$ cat src/rtl/hcrt_pkg.sv
// Shared types and constants of the hop channel resync tracker.
// No dependencies; used by the top level and its checker.
package hcrt_pkg;

   // Default channel count of the hop sequence
   localparam int CHANNEL_COUNT_DEF = 16;

   // Widths of the fixed fields
   localparam int TIME_W   = 32;
   localparam int DWELL_W  = 16;
   localparam int OFFSET_W = 6;
   localparam int CHAN_W   = 6;
   localparam int MISS_W   = 3;
   localparam int CSR_W    = 16;

   // Miss count at which forward hopping stops and backward resync starts
   localparam logic [MISS_W-1:0] FWD_MISS_LIMIT = 3'd6;

   // Register reset values
   localparam logic [OFFSET_W-1:0] HOP_OFFSET_RST  = 6'd1;
   localparam logic [DWELL_W-1:0]  DWELL_MS_RST    = 16'd20;
   localparam logic [DWELL_W-1:0]  FAILSAFE_MS_RST = 16'd1000;

   // Register indexes of the configuration port
   typedef enum logic [1:0] {
      REG_HOP_OFFSET  = 2'd0,
      REG_DWELL_MS    = 2'd1,
      REG_FAILSAFE_MS = 2'd2,
      REG_BIND_MODE   = 2'd3
   } csr_index_type;

   // Item kinds on the request channel
   typedef enum logic {
      KIND_TICK  = 1'b0,
      KIND_FRAME = 1'b1
   } item_kind_type;

endpackage

$ cat src/rtl/hop_channel_resync_tracker_unit.sv
// Top level of the receiver-side hop channel resync tracker.
// Depends on hcrt_pkg.
//
// Each request word (a time tick or a received frame) yields exactly one
// response word in the cycle after it is accepted: the channel to listen on,
// whether the step changed it, and the RC data failsafe flag. A new word is
// taken in every cycle; the only limit is the single response register,
// which also stalls the request side while the response side holds off.
// Configuration writes are registered and are meant for idle periods.
module hop_channel_resync_tracker_unit #(
   parameter int CHANNEL_COUNT = hcrt_pkg::CHANNEL_COUNT_DEF
) (
   input  logic                            clock,
   input  logic                            reset,
   // request channel
   input  logic                            req_valid,
   output logic                            req_ready,
   input  logic                            req_kind,
   input  logic [hcrt_pkg::TIME_W-1:0]     req_now_ms,
   input  logic [hcrt_pkg::CHAN_W-1:0]     req_rx_channel,
   input  logic                            req_frame_is_rc_data,
   // response channel
   output logic                            rsp_valid,
   input  logic                            rsp_ready,
   output logic [hcrt_pkg::CHAN_W-1:0]     rsp_channel,
   output logic                            rsp_hopped,
   output logic                            rsp_failsafe,
   // configuration port
   input  logic                            csr_we,
   input  logic [1:0]                      csr_index,
   input  logic [hcrt_pkg::CSR_W-1:0]      csr_wdata
);

   localparam int CH_W = $clog2(CHANNEL_COUNT);
   localparam logic [CH_W:0] CH_N = (CH_W+1)'(CHANNEL_COUNT);
   localparam int T_W = hcrt_pkg::TIME_W;
   localparam int D_W = hcrt_pkg::DWELL_W;

   // Reduce a 7-bit value modulo the channel count by shifted subtraction
   function automatic logic [CH_W-1:0] chan_mod(input logic [6:0] v);
      logic [13:0] r;
      r = {7'd0, v};
      for (int k = 6; k >= 0; k--) begin
         if (r >= (14'(CHANNEL_COUNT) << k)) begin
            r = r - (14'(CHANNEL_COUNT) << k);
         end
      end
      return r[CH_W-1:0];
   endfunction

   // Configuration registers; dwell multiples are kept ready for the tick path
   logic [CH_W-1:0]  offset_ff, offset_in;
   logic [D_W-1:0]   dwell_ff, dwell_in;
   logic [D_W+1:0]   dwell2_ff, dwell2_in;
   logic [D_W+2:0]   dwell5_ff, dwell5_in;
   logic [D_W+2:0]   dwell6_ff, dwell6_in;
   logic [D_W-1:0]   fs_ms_ff, fs_ms_in;
   logic             bind_ff, bind_in;

   // Tracker state
   logic [CH_W-1:0]               chan_ff, chan_in;
   logic [T_W-1:0]                entry_ff, entry_in;
   logic [hcrt_pkg::MISS_W-1:0]   missed_ff, missed_in;
   logic [T_W-1:0]                last_rc_ff, last_rc_in;

   // Response register
   logic                          rsp_valid_ff, rsp_valid_in;
   logic [CH_W-1:0]               rsp_chan_ff, rsp_chan_in;
   logic                          rsp_hop_ff, rsp_hop_in;
   logic                          rsp_fs_ff, rsp_fs_in;

   // Datapath signals
   logic                          req_acc;
   logic                          is_frame;
   logic                          rc_now;
   logic                          fwd_ok, back_ok;
   logic [hcrt_pkg::MISS_W-1:0]   missed_fwd;
   logic [T_W-1:0]                sum_d1, sum_d5, sum_d6;
   logic [CH_W:0]                 fwd_sum, back_sum;
   logic [CH_W-1:0]               chan_fwd, chan_back, chan_tick, chan_frame;
   logic [CH_W:0]                 back_base;
   logic [T_W-1:0]                fs_last, fs_now;

   // Latch configuration writes and precompute dwell multiples
   always_comb begin
      offset_in = offset_ff;
      dwell_in  = dwell_ff;
      dwell2_in = dwell2_ff;
      dwell5_in = dwell5_ff;
      dwell6_in = dwell6_ff;
      fs_ms_in  = fs_ms_ff;
      bind_in   = bind_ff;
      if (csr_we) begin
         case (hcrt_pkg::csr_index_type'(csr_index))
            hcrt_pkg::REG_HOP_OFFSET: begin
               offset_in = chan_mod({1'b0, csr_wdata[hcrt_pkg::OFFSET_W-1:0]});
            end
            hcrt_pkg::REG_DWELL_MS: begin
               dwell_in  = csr_wdata;
               dwell2_in = {csr_wdata, 1'b0} + (D_W+2)'(0);
               dwell5_in = {csr_wdata, 2'b00} + (D_W+3)'(csr_wdata);
               dwell6_in = {csr_wdata, 2'b00} + (D_W+3)'({csr_wdata, 1'b0});
            end
            hcrt_pkg::REG_FAILSAFE_MS: begin
               fs_ms_in = csr_wdata;
            end
            hcrt_pkg::REG_BIND_MODE: begin
               bind_in = csr_wdata[0];
            end
            default: begin
               bind_in = bind_ff;
            end
         endcase
      end
   end

   always_ff @(posedge clock) begin
      if (reset) begin
         offset_ff <= chan_mod({1'b0, hcrt_pkg::HOP_OFFSET_RST});
         dwell_ff  <= hcrt_pkg::DWELL_MS_RST;
         dwell2_ff <= (D_W+2)'({hcrt_pkg::DWELL_MS_RST, 1'b0});
         dwell5_ff <= {hcrt_pkg::DWELL_MS_RST, 2'b00} + (D_W+3)'(hcrt_pkg::DWELL_MS_RST);
         dwell6_ff <= {hcrt_pkg::DWELL_MS_RST, 2'b00}
                      + (D_W+3)'({hcrt_pkg::DWELL_MS_RST, 1'b0});
         fs_ms_ff  <= hcrt_pkg::FAILSAFE_MS_RST;
         bind_ff   <= 1'b0;
      end else begin
         offset_ff <= offset_in;
         dwell_ff  <= dwell_in;
         dwell2_ff <= dwell2_in;
         dwell5_ff <= dwell5_in;
         dwell6_ff <= dwell6_in;
         fs_ms_ff  <= fs_ms_in;
         bind_ff   <= bind_in;
      end
   end

   // Take a word whenever the response register is free or being drained
   assign req_ready = !rsp_valid_ff || rsp_ready;
   assign req_acc   = req_valid && req_ready;
   assign is_frame  = (req_kind == hcrt_pkg::KIND_FRAME);
   assign rc_now    = is_frame && req_frame_is_rc_data;

   // Dwell deadlines, all in wrapping 32-bit time, compared in parallel
   assign sum_d1 = entry_ff + T_W'(dwell_ff);
   assign sum_d5 = entry_ff + T_W'(dwell5_ff);
   assign sum_d6 = entry_ff + T_W'(dwell6_ff);

   // Forward hop while the miss count is below the limit
   assign fwd_ok     = (missed_ff < hcrt_pkg::FWD_MISS_LIMIT) && (sum_d1 < req_now_ms);
   assign missed_fwd = fwd_ok ? missed_ff + 1'b1 : missed_ff;
   assign fwd_sum    = {1'b0, chan_ff} + {1'b0, offset_ff};
   assign chan_fwd   = (fwd_sum >= CH_N) ? CH_W'(fwd_sum - CH_N) : fwd_sum[CH_W-1:0];
   assign chan_tick  = fwd_ok ? chan_fwd : chan_ff;

   // Backward hop once the limit is reached; entry already moved if we hopped forward
   assign back_ok   = (missed_fwd >= hcrt_pkg::FWD_MISS_LIMIT)
                      && ((fwd_ok ? sum_d6 : sum_d5) < req_now_ms);
   assign back_base = CH_N - {1'b0, offset_ff};
   assign back_sum  = {1'b0, chan_tick} + back_base;
   assign chan_back = (back_sum >= CH_N) ? CH_W'(back_sum - CH_N) : back_sum[CH_W-1:0];

   // Resync from a received frame
   assign chan_frame = chan_mod(7'({1'b0, req_rx_channel}) + 7'(offset_ff));

   // Failsafe against the RC time as it stands after this word
   assign fs_last = last_rc_ff + T_W'(fs_ms_ff);
   assign fs_now  = req_now_ms + T_W'(fs_ms_ff);

   // Next state and response
   always_comb begin
      chan_in      = chan_ff;
      entry_in     = entry_ff;
      missed_in    = missed_ff;
      last_rc_in   = last_rc_ff;
      rsp_valid_in = rsp_valid_ff && !rsp_ready;
      rsp_chan_in  = rsp_chan_ff;
      rsp_hop_in   = rsp_hop_ff;
      rsp_fs_in    = rsp_fs_ff;
      if (req_acc) begin
         if (is_frame) begin
            if (!bind_ff) begin
               chan_in   = chan_frame;
               entry_in  = req_now_ms;
               missed_in = '0;
            end
            if (req_frame_is_rc_data) begin
               last_rc_in = req_now_ms;
            end
         end else if (!bind_ff) begin
            missed_in = missed_fwd;
            chan_in   = back_ok ? chan_back : chan_tick;
            case ({fwd_ok, back_ok})
               2'b11:   entry_in = entry_ff + T_W'(dwell2_ff);
               2'b10:   entry_in = sum_d1;
               2'b01:   entry_in = sum_d1;
               default: entry_in = entry_ff;
            endcase
         end
         rsp_valid_in = 1'b1;
         rsp_chan_in  = chan_in;
         rsp_hop_in   = (chan_in != chan_ff);
         rsp_fs_in    = rc_now ? (fs_now < req_now_ms) : (fs_last < req_now_ms);
      end
   end

   // Hold state and response
   always_ff @(posedge clock) begin
      if (reset) begin
         chan_ff      <= '0;
         entry_ff     <= '0;
         missed_ff    <= '0;
         last_rc_ff   <= '0;
         rsp_valid_ff <= 1'b0;
      end else begin
         chan_ff      <= chan_in;
         entry_ff     <= entry_in;
         missed_ff    <= missed_in;
         last_rc_ff   <= last_rc_in;
         rsp_valid_ff <= rsp_valid_in;
      end
   end

   always_ff @(posedge clock) begin
      rsp_chan_ff <= rsp_chan_in;
      rsp_hop_ff  <= rsp_hop_in;
      rsp_fs_ff   <= rsp_fs_in;
   end

   assign rsp_valid    = rsp_valid_ff;
   assign rsp_channel  = hcrt_pkg::CHAN_W'(rsp_chan_ff);
   assign rsp_hopped   = rsp_hop_ff;
   assign rsp_failsafe = rsp_fs_ff;

endmodule

$ cat config.mk
export PLATFORM = sky130hd
export DESIGN_NAME = hop_channel_resync_tracker_unit
export DESIGN_NICKNAME = d
export VERILOG_FILES = /design/src/rtl/hcrt_pkg.sv /design/src/rtl/hop_channel_resync_tracker_unit.sv
export SDC_FILE = /design/constraint.sdc
export NUM_CORES = 1
export LEC_CHECK = 0
export BUFFER_PORTS_ARGS = -buffer_cell sky130_fd_sc_hd__buf_2
export CAP_MARGIN = 20
export CORE_ASPECT_RATIO = 0.8
export CORE_MARGIN = 5
export CORE_UTILIZATION = 24
export CTS_CLUSTER_DIAMETER = 40
export DETAILED_ROUTE_END_ITERATION = 16
export RECOVER_POWER = 100
export SYNTH_ARGS = -nofsm -noshare
export SYNTH_HDL_FRONTEND = slang
export SYNTH_SLANG_ARGS = --single-unit
$ cat constraint.sdc
create_clock -name clock -period 8.5 [get_ports clock]
set_clock_uncertainty 0.2 [all_clocks]
set_input_delay 0.425 -clock clock [delete_from_list [all_inputs] [get_ports clock]]
set_output_delay 0.425 -clock clock [all_outputs]
set_load 0.01 [all_outputs]
# Word level (Yosys, flattened, before mapping)
# Index checks and enable logic that the tools add are counted.
[op_classes] addsub=20 magnitude_cmp=13 eq_ne=7 n_mux=26 bitwise=1 n_reduce_logical=18
[ops] op="32-bit less-than comparator" count=4
[ops] op="32-bit two-way mux" count=4
[ops] op="32-bit by 16-bit adder with 32-bit output" count=3
[ops] op="14-bit two-way mux" count=5
[ops] op="32-bit by 19-bit adder with 32-bit output" count=2
[ops] op="32-bit one-hot mux with 2 select lines" count=1
[ops] op="4-bit two-way mux" count=10
[ops] op="32-bit by 17-bit adder with 32-bit output" count=1
[ops] op="14-bit by 5-bit greater-or-equal comparator with 1-bit output (second input constant)" count=2
[ops] op="18-bit by 16-bit adder with 19-bit output" count=1
[ops] op="18-bit by 17-bit adder with 19-bit output" count=1
[ops] op="4-bit by 1-bit subtractor with 4-bit output (second input constant)" count=4
[ops] op="14-bit by 6-bit greater-or-equal comparator with 1-bit output (second input constant)" count=1
[ops] op="14-bit by 6-bit subtractor with 14-bit output (second input constant)" count=1
[ops] op="3-bit two-way mux" count=4
[ops] op="5-bit greater-or-equal comparator (second input constant)" count=2
[ops] op="2-bit AND reduction" count=5
[ops] op="2-bit == test (second input constant)" count=4
[ops] op="7-bit by 7-bit subtractor with 8-bit output (second input constant)" count=1
[ops] op="6-bit by 4-bit adder with 7-bit output" count=1
[ops] op="7-bit greater-or-equal comparator (second input constant)" count=1
[ops] op="6-bit by 6-bit subtractor with 7-bit output (second input constant)" count=1
[ops] op="6-bit greater-or-equal comparator (second input constant)" count=1
[ops] op="3-bit AND reduction" count=2
[ops] op="16 further kinds" count=23
[totals] ff_bits=153 input_bits=63 output_inout_bits=10

# Longest topological paths before layout
# Gate-level depths: netlist (run 1).
[logic_depth] ltp_word=12 mapped_depth=46

# Worst setup path after synthesis (run 1)
# Ideal clock, no wire load.
[synth_timing] path_kind="register to register" from="reg dwell5_ff[0]" to="reg entry_ff[27]" setup_time_ns=0.078 arrival_time_ns=8.116 required_time_ns=8.222 setup_slack_ns=0.106 path_stages_with_launch=46 cell_sequence="dfxtp_1 > ha_1 > inv_1 > fa_1 > nor2b_1 > o21ai_0 > a21boi_0 > o21ai_0 > a21boi_1 > o21ai_0 > a21oi_1 > nor3b_1 > nand2_1 > xnor2_1 > ha_1 > nand4_1 > or3_1 > nor3_1 > (+10 left out) > a2111oi_2 > o21bai_1 > a221oi_1 > a311o_1 > and2_1 > buf_6 > ha_1 > clkbuf_1 > clkinv_1 > nand2_1 > nor2_1 > nor2_1 > nand2_1 > a21oi_1 > o21ai_0 > nor3_1 > o21ai_0 > a32oi_1"
[synth_between] elab_chain_cells=9 elab_cells_between_ends=13 cone_classes="add/sub: 1; order compare: 1; eq/ne: 3; mux: 4; reduce/logical: 4"
[synth_rtl] item="from (decl)" line_no="hop_channel_resync_tracker_unit.sv:55" text="logic [D_W+2:0] dwell5_ff, dwell5_in;"
[synth_rtl] item="from (signal assigned)" line_no="hop_channel_resync_tracker_unit.sv:122" text="dwell5_ff <= {hcrt_pkg::DWELL_MS_RST, 2'b00} + (D_W+3)'(hcrt_pkg::DWELL_MS_RST);"
[synth_rtl] item="from (signal assigned)" line_no="hop_channel_resync_tracker_unit.sv:131" text="dwell5_ff <= dwell5_in;"
[synth_rtl] item="32-bit by 19-bit adder with 32-bit output *" line_no="hop_channel_resync_tracker_unit.sv:146" text="assign sum_d5 = entry_ff + T_W'(dwell5_ff);"
[synth_rtl] item="32-bit two-way mux *" line_no="hop_channel_resync_tracker_unit.sv:158" text="&& ((fwd_ok ? sum_d6 : sum_d5) < req_now_ms);"
[synth_rtl] item="32-bit less-than comparator *" line_no="hop_channel_resync_tracker_unit.sv:158"
[synth_rtl] item="1-bit logical AND *" line_no="hop_channel_resync_tracker_unit.sv:158"
[synth_rtl] item="2-bit by 1-bit == test with 1-bit output / 2-bit == test (equally long branches)" line_no="hop_channel_resync_tracker_unit.sv:193" text="case ({fwd_ok, back_ok})"
[synth_rtl] item="2-bit OR reduction (no source line)"
[synth_rtl] item="32-bit one-hot mux with 2 select lines" line_no="hop_channel_resync_tracker_unit.sv:193"
[synth_rtl] item="32-bit two-way mux" line_no="hop_channel_resync_tracker_unit.sv:190" text="end else if (!bind_ff) begin"
[synth_rtl] item="32-bit two-way mux" line_no="hop_channel_resync_tracker_unit.sv:181" text="if (is_frame) begin"
[synth_rtl] item="to (signal assigned)" line_no="hop_channel_resync_tracker_unit.sv:217" text="entry_ff <= entry_in;"
[synth_rtl] item="to (decl)" line_no="hop_channel_resync_tracker_unit.sv:62" text="logic [T_W-1:0] entry_ff, entry_in;"
# Mark *: on every way between the ends. The rest lies on a longest branch, timed or not. The select of a mux whose other input is x is not followed.
# A chain may end at the register's enable or synchronous reset.

# Final worst setup path (run 1)
[layout_timing] from="reg dwell5_ff[1]" to="reg entry_ff[15]"
# Same word-level chain as after synthesis.

==> impl_results.md, run 1 <==
- Status: complete, but fails checks
- Failing checks: max-capacitance violations, max-slew violations
- Setup ws final: 0.438 ns
- Worst Setup End Kind: register
- R2R Setup Slk: between 0.4 and 0.5 ns
- Simple-Gate Fraction of Synth Area: 0.201
- Share of cells above drive strength 1: 0.0989
- Latest clock arrival within the worst-skew pair: roughly 0.46 ns
- Global Route Usage Sum: 0.143
- Synth unique cells: 73
- Min cycle time layout: 8.06 ns
- Req. time, crit path: 8.61 ns
- Pre-CTS WS: 0.0122 ns
- Crit path launch: dwell5_ff[1]$_SDFFE_PP0P_
- Hold Crit Start: req_valid
- DRT Pass-1 Iters: 5
- Final slew viol count: roughly 140
- Initial antenna violation count: 1
- Root buf cell: clkbuf_16
- CP max stage cell: mux2_2
- Post-DRT Antenna Nets: 0
- Chip Height: 239 um
- Crit Path Category: register to register
- Number of port buffers: 68
- Max Cap Viol: 3
- Top post-synthesis cells by area: ha_1 (20%), dfxtp_1 (18%), a21oi_1 (7.4%)
- Reg area: 0.00304 sq mm
- First-pass GRT wire length: approximately 80000 um
- Die area: 0.0707 sq mm
- Die Wd: ~300 um
- Final setup viols: 0
- Cell taking the most area after synthesis: ha_1
- #FFs+latches synth: around 150
- XOR/XNOR Fraction of Synth Area: 0.0892
- Global route overflow: 0
- Total Wirelength: 51800 um
- Slew at the pin with the worst max-slew slack: 2.90 ns
- # DRC: 0
- Core area: around 0.064 sq mm
- R2R depth: 37
- Worst hold margin: 0.0150 ns
- R2r endpoint: entry_ff[15]$_SDFFE_PP0P_
- CTS Buffer Depth: 2
- Post-Syn Area: 0.0157 sq mm
- Rel. slew slack: -0.933
- Leak: 8.12 nW
- CP arrival: 8.17 ns
- Max Freq: 124 MHz
- Vias in the first global route: 13900
- Cells after Synth: 2072
- Worst vdd rail ir drop: 158 uV
- Async set-or-reset flop fraction in the synthesized netlist: 0
- Yosys top cell area share: 0.201
- Clock sink total: 149
- Number of fill cells: between 6000 and 7000
- R2R Path Start: dwell5_ff[1]$_SDFFE_PP0P_
- Layout area overhead: 15.7%
- Clock buffer count from CTS: 17
- Hold buffer count at cts: 0
- WHS Path Cells: 3
- Fin. Hold Viols: 0
- DR vias: 15100
- CTS H-Tree Depth: 4
- Slowest cell delay on critical path: 0.35 ns
- Total power: 2.48 mW
- Post-route cell area: roughly 0.018 sq mm
- DRT iter0 DRCs: 1269
- Routed len/inst: 17.1 um
- DP HPWL: 41000 um
- Pin count of the biggest net entering global routing: 69
- Effective utilization at floorplan: 0.244
- Final #Nets: 2496
- Setup TNS: 0 ns
- Placed instance area: 0.0174 sq mm
- Area of the multi-input gates: 0.0121 sq mm
- Most used cell, CP: buf_4
- CP startpoint kind: register
- # IOs: 73
- Reg clk slew, reported paths: 0.07 ns
- Register area share after synthesis: 0.194
- YS warnings: 0
- Min-Delay Endpoint: rsp_valid$_SDFF_PP0_
- Synth Area in Compound Gates: 0.245
- Main flop type after synthesis: dfxtp_1
- Synthesized-area fraction occupied by adder cells: 0.214
- Mux contribution to synthesized area: 0.0133
- GPL Wtd Cong: around 0.91
- Via density: 4.96
- Number of flops mapped to enable cells by yosys: 6
- Max Fanout on Critical Path: 19
- Main combinational cell family by area after synthesis: compound AO/OA/AOI/OAI gates
- Crit share post-route: 0.948
- Row cnt: 83
- CTS tree: yes
- Syn avg cell area: ~7.6 sq um
- HP Class: input pin to register
- P per Cell Area: between 100 and 150 mW/mm^2
==> flip-flops by register name, indices dropped and copies added (netlist names) <==
name / cells
rsp_hopped: 1
rsp_chan_ff: 4
rsp_valid: 1
fs_ms_ff: 16
missed_ff: 3
bind_ff: 1
dwell2_ff: 14
dwell6_ff: 17
entry_ff: 32
rsp_failsafe: 1
dwell5_ff: 19
chan_ff: 4
last_rc_ff: 32
offset_ff: 4
==> layout by cell type (no fill, tap or decap), types with 28 or more instances in the layout <==
master / count
nand2_1: 306
dfxtp_1: 143
a21oi_1: 231
nor3_1: 49
buf_2: 57
ha_1: 253
xnor2_1: 105
inv_1: 102
o21ai_0: 96
xor2_1: 55
nor2b_1: 28
nor2_1: 119
nand3_1: 56
buf_4: 76
a21o_1: 60
==> critical path, delay by kind of cell, from the launching register on <==
family	cells	cell delay, ns
AO/OA/AOI/OAI	18	3.65
XOR/XNOR	1	0.17
adder cells (fa/ha/maj)	4	1.14
buffers and inverters	8	1.38
flip-flops	1	0.31
multiplexers	1	0.35
AND/OR/NAND/NOR	5	0.68
==> timing repair <==
action,in CTS,in global routing
endpoints found under the setup margin,1,39
cloned,0,0
pin swaps,0,10
buffers inserted,0,5
gates resized for setup,1,31
==> logic make-up after synthesis <==
kind of cell	after synthesis
adders and majority gates	263
muxes	20
AOI/OAI and AO/OA	611
buffers and inverters	175
DFF	149
other	1
xor gates and xnor gates	160
and+or+nand+nor	693
==> cell usage after synthesis, types with 12 or more instances <==
cell        n
xnor2_1   105
nor2b_1    28
o21bai_1   19
nand3_1    57
and3_1     20
ha_1      253
nand2_1   307
dfxtp_1   143
a21o_1     60
nor2_1    124
o21a_1     28
mux2i_1    13
inv_1     102
o211ai_1   19
nor3_1     51
or3_1      12
a21oi_1   233
a211oi_1   28
xor2_1     55
o21ai_0    98
a31oi_1    18
and2_1     14
nand4_1    13
nand2b_1   26
clkbuf_1   62
==> stage by stage <==
step | std cells | utilization
2_1_floorplan | 2073 | -
3_3_place_gp | 2996 | 0.270
3_5_place_dp | 2996 | 0.270
4_1_cts | 3028 | 0.280
5_1_grt | 3033 | 0.282
6_report | 3035 | 0.282
==> how the worst max path moves through the flow <==
stage	to
2_1_floorplan	entry_ff[27]$_SDFFE_PP0P_
3_3_place_gp	entry_ff[27]$_SDFFE_PP0P_
3_5_place_dp	entry_ff[27]$_SDFFE_PP0P_
4_1_cts	entry_ff[27]$_SDFFE_PP0P_
5_1_grt	entry_ff[27]$_SDFFE_PP0P_
6_report	entry_ff[15]$_SDFFE_PP0P_
==> layout make-up <==
| class | count | area share |
|---|---|---|
| clock inverter | 13 | 0.00908 |
| sequential | 149 | 0.167 |
| inverter | 103 | 0.0213 |
| multi-input combinational | 1749 | 0.665 |
| timing repair buffer | 150 | 0.0519 |
| clock buffer | 19 | 0.0262 |
| tap | 850 | 0.0585 |
| antenna | 2 | 0.000275 |
==> per-layer routing <==
metal	track usage	part of all wire	vias to the layer above
met4	0.0308	0.019	0
met5	0	0	-
met1	0.215	0.51	6946
met2	0.208	0.40	400
li1	-	-	7654
met3	0.0329	0.069	53
==> report_power, final <==
group | internal, mW | leakage, nW | switching (mW) | total, mW
clock network | 0.501 | 0.315 | 0.356 | 0.857
logic | 0.356 | 6.58 | 0.483 | 0.839
registers | 0.742 | 1.22 | 0.0446 | 0.786
No activity file was read; power rests on OpenSTA's default activity.
==> inputs of run 2 (changes only) <==
--- a/config.mk
+++ b/config.mk
@@ -12,6 +12,7 @@
 export CORE_UTILIZATION = 24
 export CTS_CLUSTER_DIAMETER = 40
 export DETAILED_ROUTE_END_ITERATION = 16
+export HOLD_SLACK_MARGIN = 0.15
 export RECOVER_POWER = 100
 export SYNTH_ARGS = -nofsm -noshare
 export SYNTH_HDL_FRONTEND = slang
==> constraint.sdc (replaced) <==
create_clock -name clock -period 9.8 [get_ports clock]
set_clock_uncertainty 0.2 [all_clocks]
set_input_delay 0.49 -clock clock [delete_from_list [all_inputs] [get_ports clock]]
set_output_delay 0.49 -clock clock [all_outputs]
set_load 0.01 [all_outputs]
==> impl_results.md, run 2 (same netlist as run 1, synthesis figures left out) <==
- Status: complete, but fails checks
- Failing checks: max-capacitance violations, max-slew violations
- Req. time, crit path: 9.97 ns
- Largest regs: entry_ff: 32 flops, last_rc_ff: 32 flops, dwell5_ff: 19 flops
- Post-DRT Antenna Nets: 0
- Pin count of the biggest net entering global routing: 71
- Effective utilization at floorplan: 0.244
- Final slew viol count: 257
- Net switching power: between 700 and 800 uW
- DRT Pass-1 Iters: 5
- CP max stage cell: fa_1
- Max Fanout on Critical Path: 8
- CP startpoint kind: register
- DRT iter0 DRCs: 1297
- Most frequent cells in the layout: nand2_1 (307), ha_1 (253), a21oi_1 (233)
- Share of cells above drive strength 1: 0.0669
- Worst hold margin: roughly 0.17 ns
- Max Freq: 111 MHz
- Root buf cell: clkbuf_16
- P per Cell Area: 117 mW/mm^2
- CP arrival: 9.21 ns
- Die area: 0.0707 sq mm
- Post-layout util: 0.278
- Slowest cell delay on critical path: 0.46 ns
- Routed len/inst: 17.0 um
- Setup TNS: 0 ns
- WL met3: 3430 um
- Slew at the pin with the worst max-slew slack: 3.51 ns
- Crit Path Category: register to register
- HP Class: input pin to register
- Worst vdd rail ir drop: 125 uV
- Max Cap Viol: 5
- Critical path's top delay family: simple AND/OR/NAND/NOR gates
- Crit share post-route: 0.922
- Final #Nets: 2467
- Latest clock arrival within the worst-skew pair: 0.45 ns
- Part of the power in registers: 0.328
- Fin. Hold Viols: 0
- Reg clk slew, reported paths: 0.07 ns
- Met1 wire length: 26400 um
- # IOs: 73
- Inst Count DP: 2944
- Row cnt: 83
- Chip Height: 239 um
- Comb pwr share: 0.338
- Top sig layer: met4
- Met2 routed WL: 20700 um
- Core area: 0.0645 sq mm
- First-pass GRT wire length: around 79000 um
- Vias in the first global route: 13700
- Die Wd: 296 um
- Min cycle time layout: 9.04 ns
- Fin cells: 3004
- Number of port buffers: 68
- # DRC: 0
- Total Wirelength: 51000 um
- DP HPWL: 39900 um
- Initial antenna violation count: 0
- Global route overflow: 0
- Worst Setup End Kind: register
- Final setup viols: 0
- Rel. slew slack: -1.34
- Clock sink total: 149
- Layout area overhead: 14.1%
- Via density: 4.96
- Commonest non-fill, non-tap cell in the layout: nand2_1
- Internal: 1.34 mW
- CTS H-Tree Depth: 4
- Clock network power share: 0.334
- CTS tree: yes
- Buf/Inv on CP: 4
- Sw Share: 0.357
- Global Route Usage Sum: 0.141
- CTS Buffer Depth: 2
- Total power: 2.09 mW
- DR vias: 14900
- Clock buffer count from CTS: 17
- GPL Wtd Cong: 0.873
- Ant. Diodes: 0
- Leak: 7.92 nW
-- run 2: cell types whose count changed in the layout (fill, tap and decap cells not counted), sizes merged --
| cell | previous run | this run |
|---|---|---|
| dlygate4sd3 | 0 | 26 |
| buf | 135 | 77 |
| clkbuf | 34 | 40 |
| inv | 107 | 104 |
| clkinvlp | 1 | 2 |
| diode | 2 | 0 |
| bufinv | 3 | 2 |
-- run 2: final cells by class --
cell class / count / area [sq um]
fill: 6973 / 46600
multi-input combinational: 1749 / 12000
sequential: 149 / 3040
tap: 850 / 1060
timing repair buffer: 121 / 781
clock buffer: 22 / 484
inverter: 103 / 387
clock inverter: 10 / 120
-- run 2: metrics by stage --
step	cell area [sq um]	setup WS [ns]
floorplan	15700	1.41
global placement	17000	0.610
detailed placement	17000	0.471
CTS	17900	0.407
global route	17900	-0.0200
finish	17900	0.765
-- run 2: metal layers --
layer,up-vias,global-route usage
met5,-,0
met4,0,0.0222
met3,28,0.0268
met2,399,0.207
met1,6865,0.215
li1,7595,-
-- run 2: power groups by stage --
| stage | sequential (mW) | combinational [mW] | clock (mW) |
|---|---|---|---|
| after CTS | 0.685 | 0.697 | 0.706 |
| after global placement | 0.699 | 0.675 | 0 |
| after detailed placement | 0.698 | 0.682 | 0 |
| final | 0.685 | 0.707 | 0.697 |
| after floorplan | 0.679 | 0.508 | 0 |
| after global routing | 0.689 | 0.792 | 0.731 |
-- run 2: worst paths after layout --
| kind | cells past startpoint | slack, ns | start | end |
|---|---|---|---|---|
| max | 44 | 0.76 | entry_ff[0]$_SDFFE_PP0P_ | entry_ff[27]$_SDFFE_PP0P_ |
| max reg2reg | 44 | 0.76 | entry_ff[0]$_SDFFE_PP0P_ | entry_ff[27]$_SDFFE_PP0P_ |
| min reg2reg | 2 | 0.26 | dwell6_ff[17]$_SDFFE_PP0P_ | dwell6_ff[17]$_SDFFE_PP0P_ |
| min | 3 | 0.17 | req_now_ms[21] | last_rc_ff[21]$_SDFFE_PP0P_ |
-- run 2: timing repair --
| item | in CTS | in global routing |
|---|---|---|
| setup buffers | 0 | 1 |
| endpoints found under the setup margin | 0 | 29 |
| gates resized for setup | 0 | 10 |
| hold buffers | 26 | 0 |
| hold endpoints to repair | 26 | 0 |
-- run 2: worst register-to-register path, delay by kind of cell (launching register included) --
family | cells | cell delay [ns]
xor gates and xnor gates | 2 | 0.27
DFF | 1 | 0.39
adders and majority gates | 5 | 1.58
and+or+nand+nor | 19 | 3.25
buffers and inverters | 4 | 0.51
AOI/OAI and AO/OA | 14 | 2.77
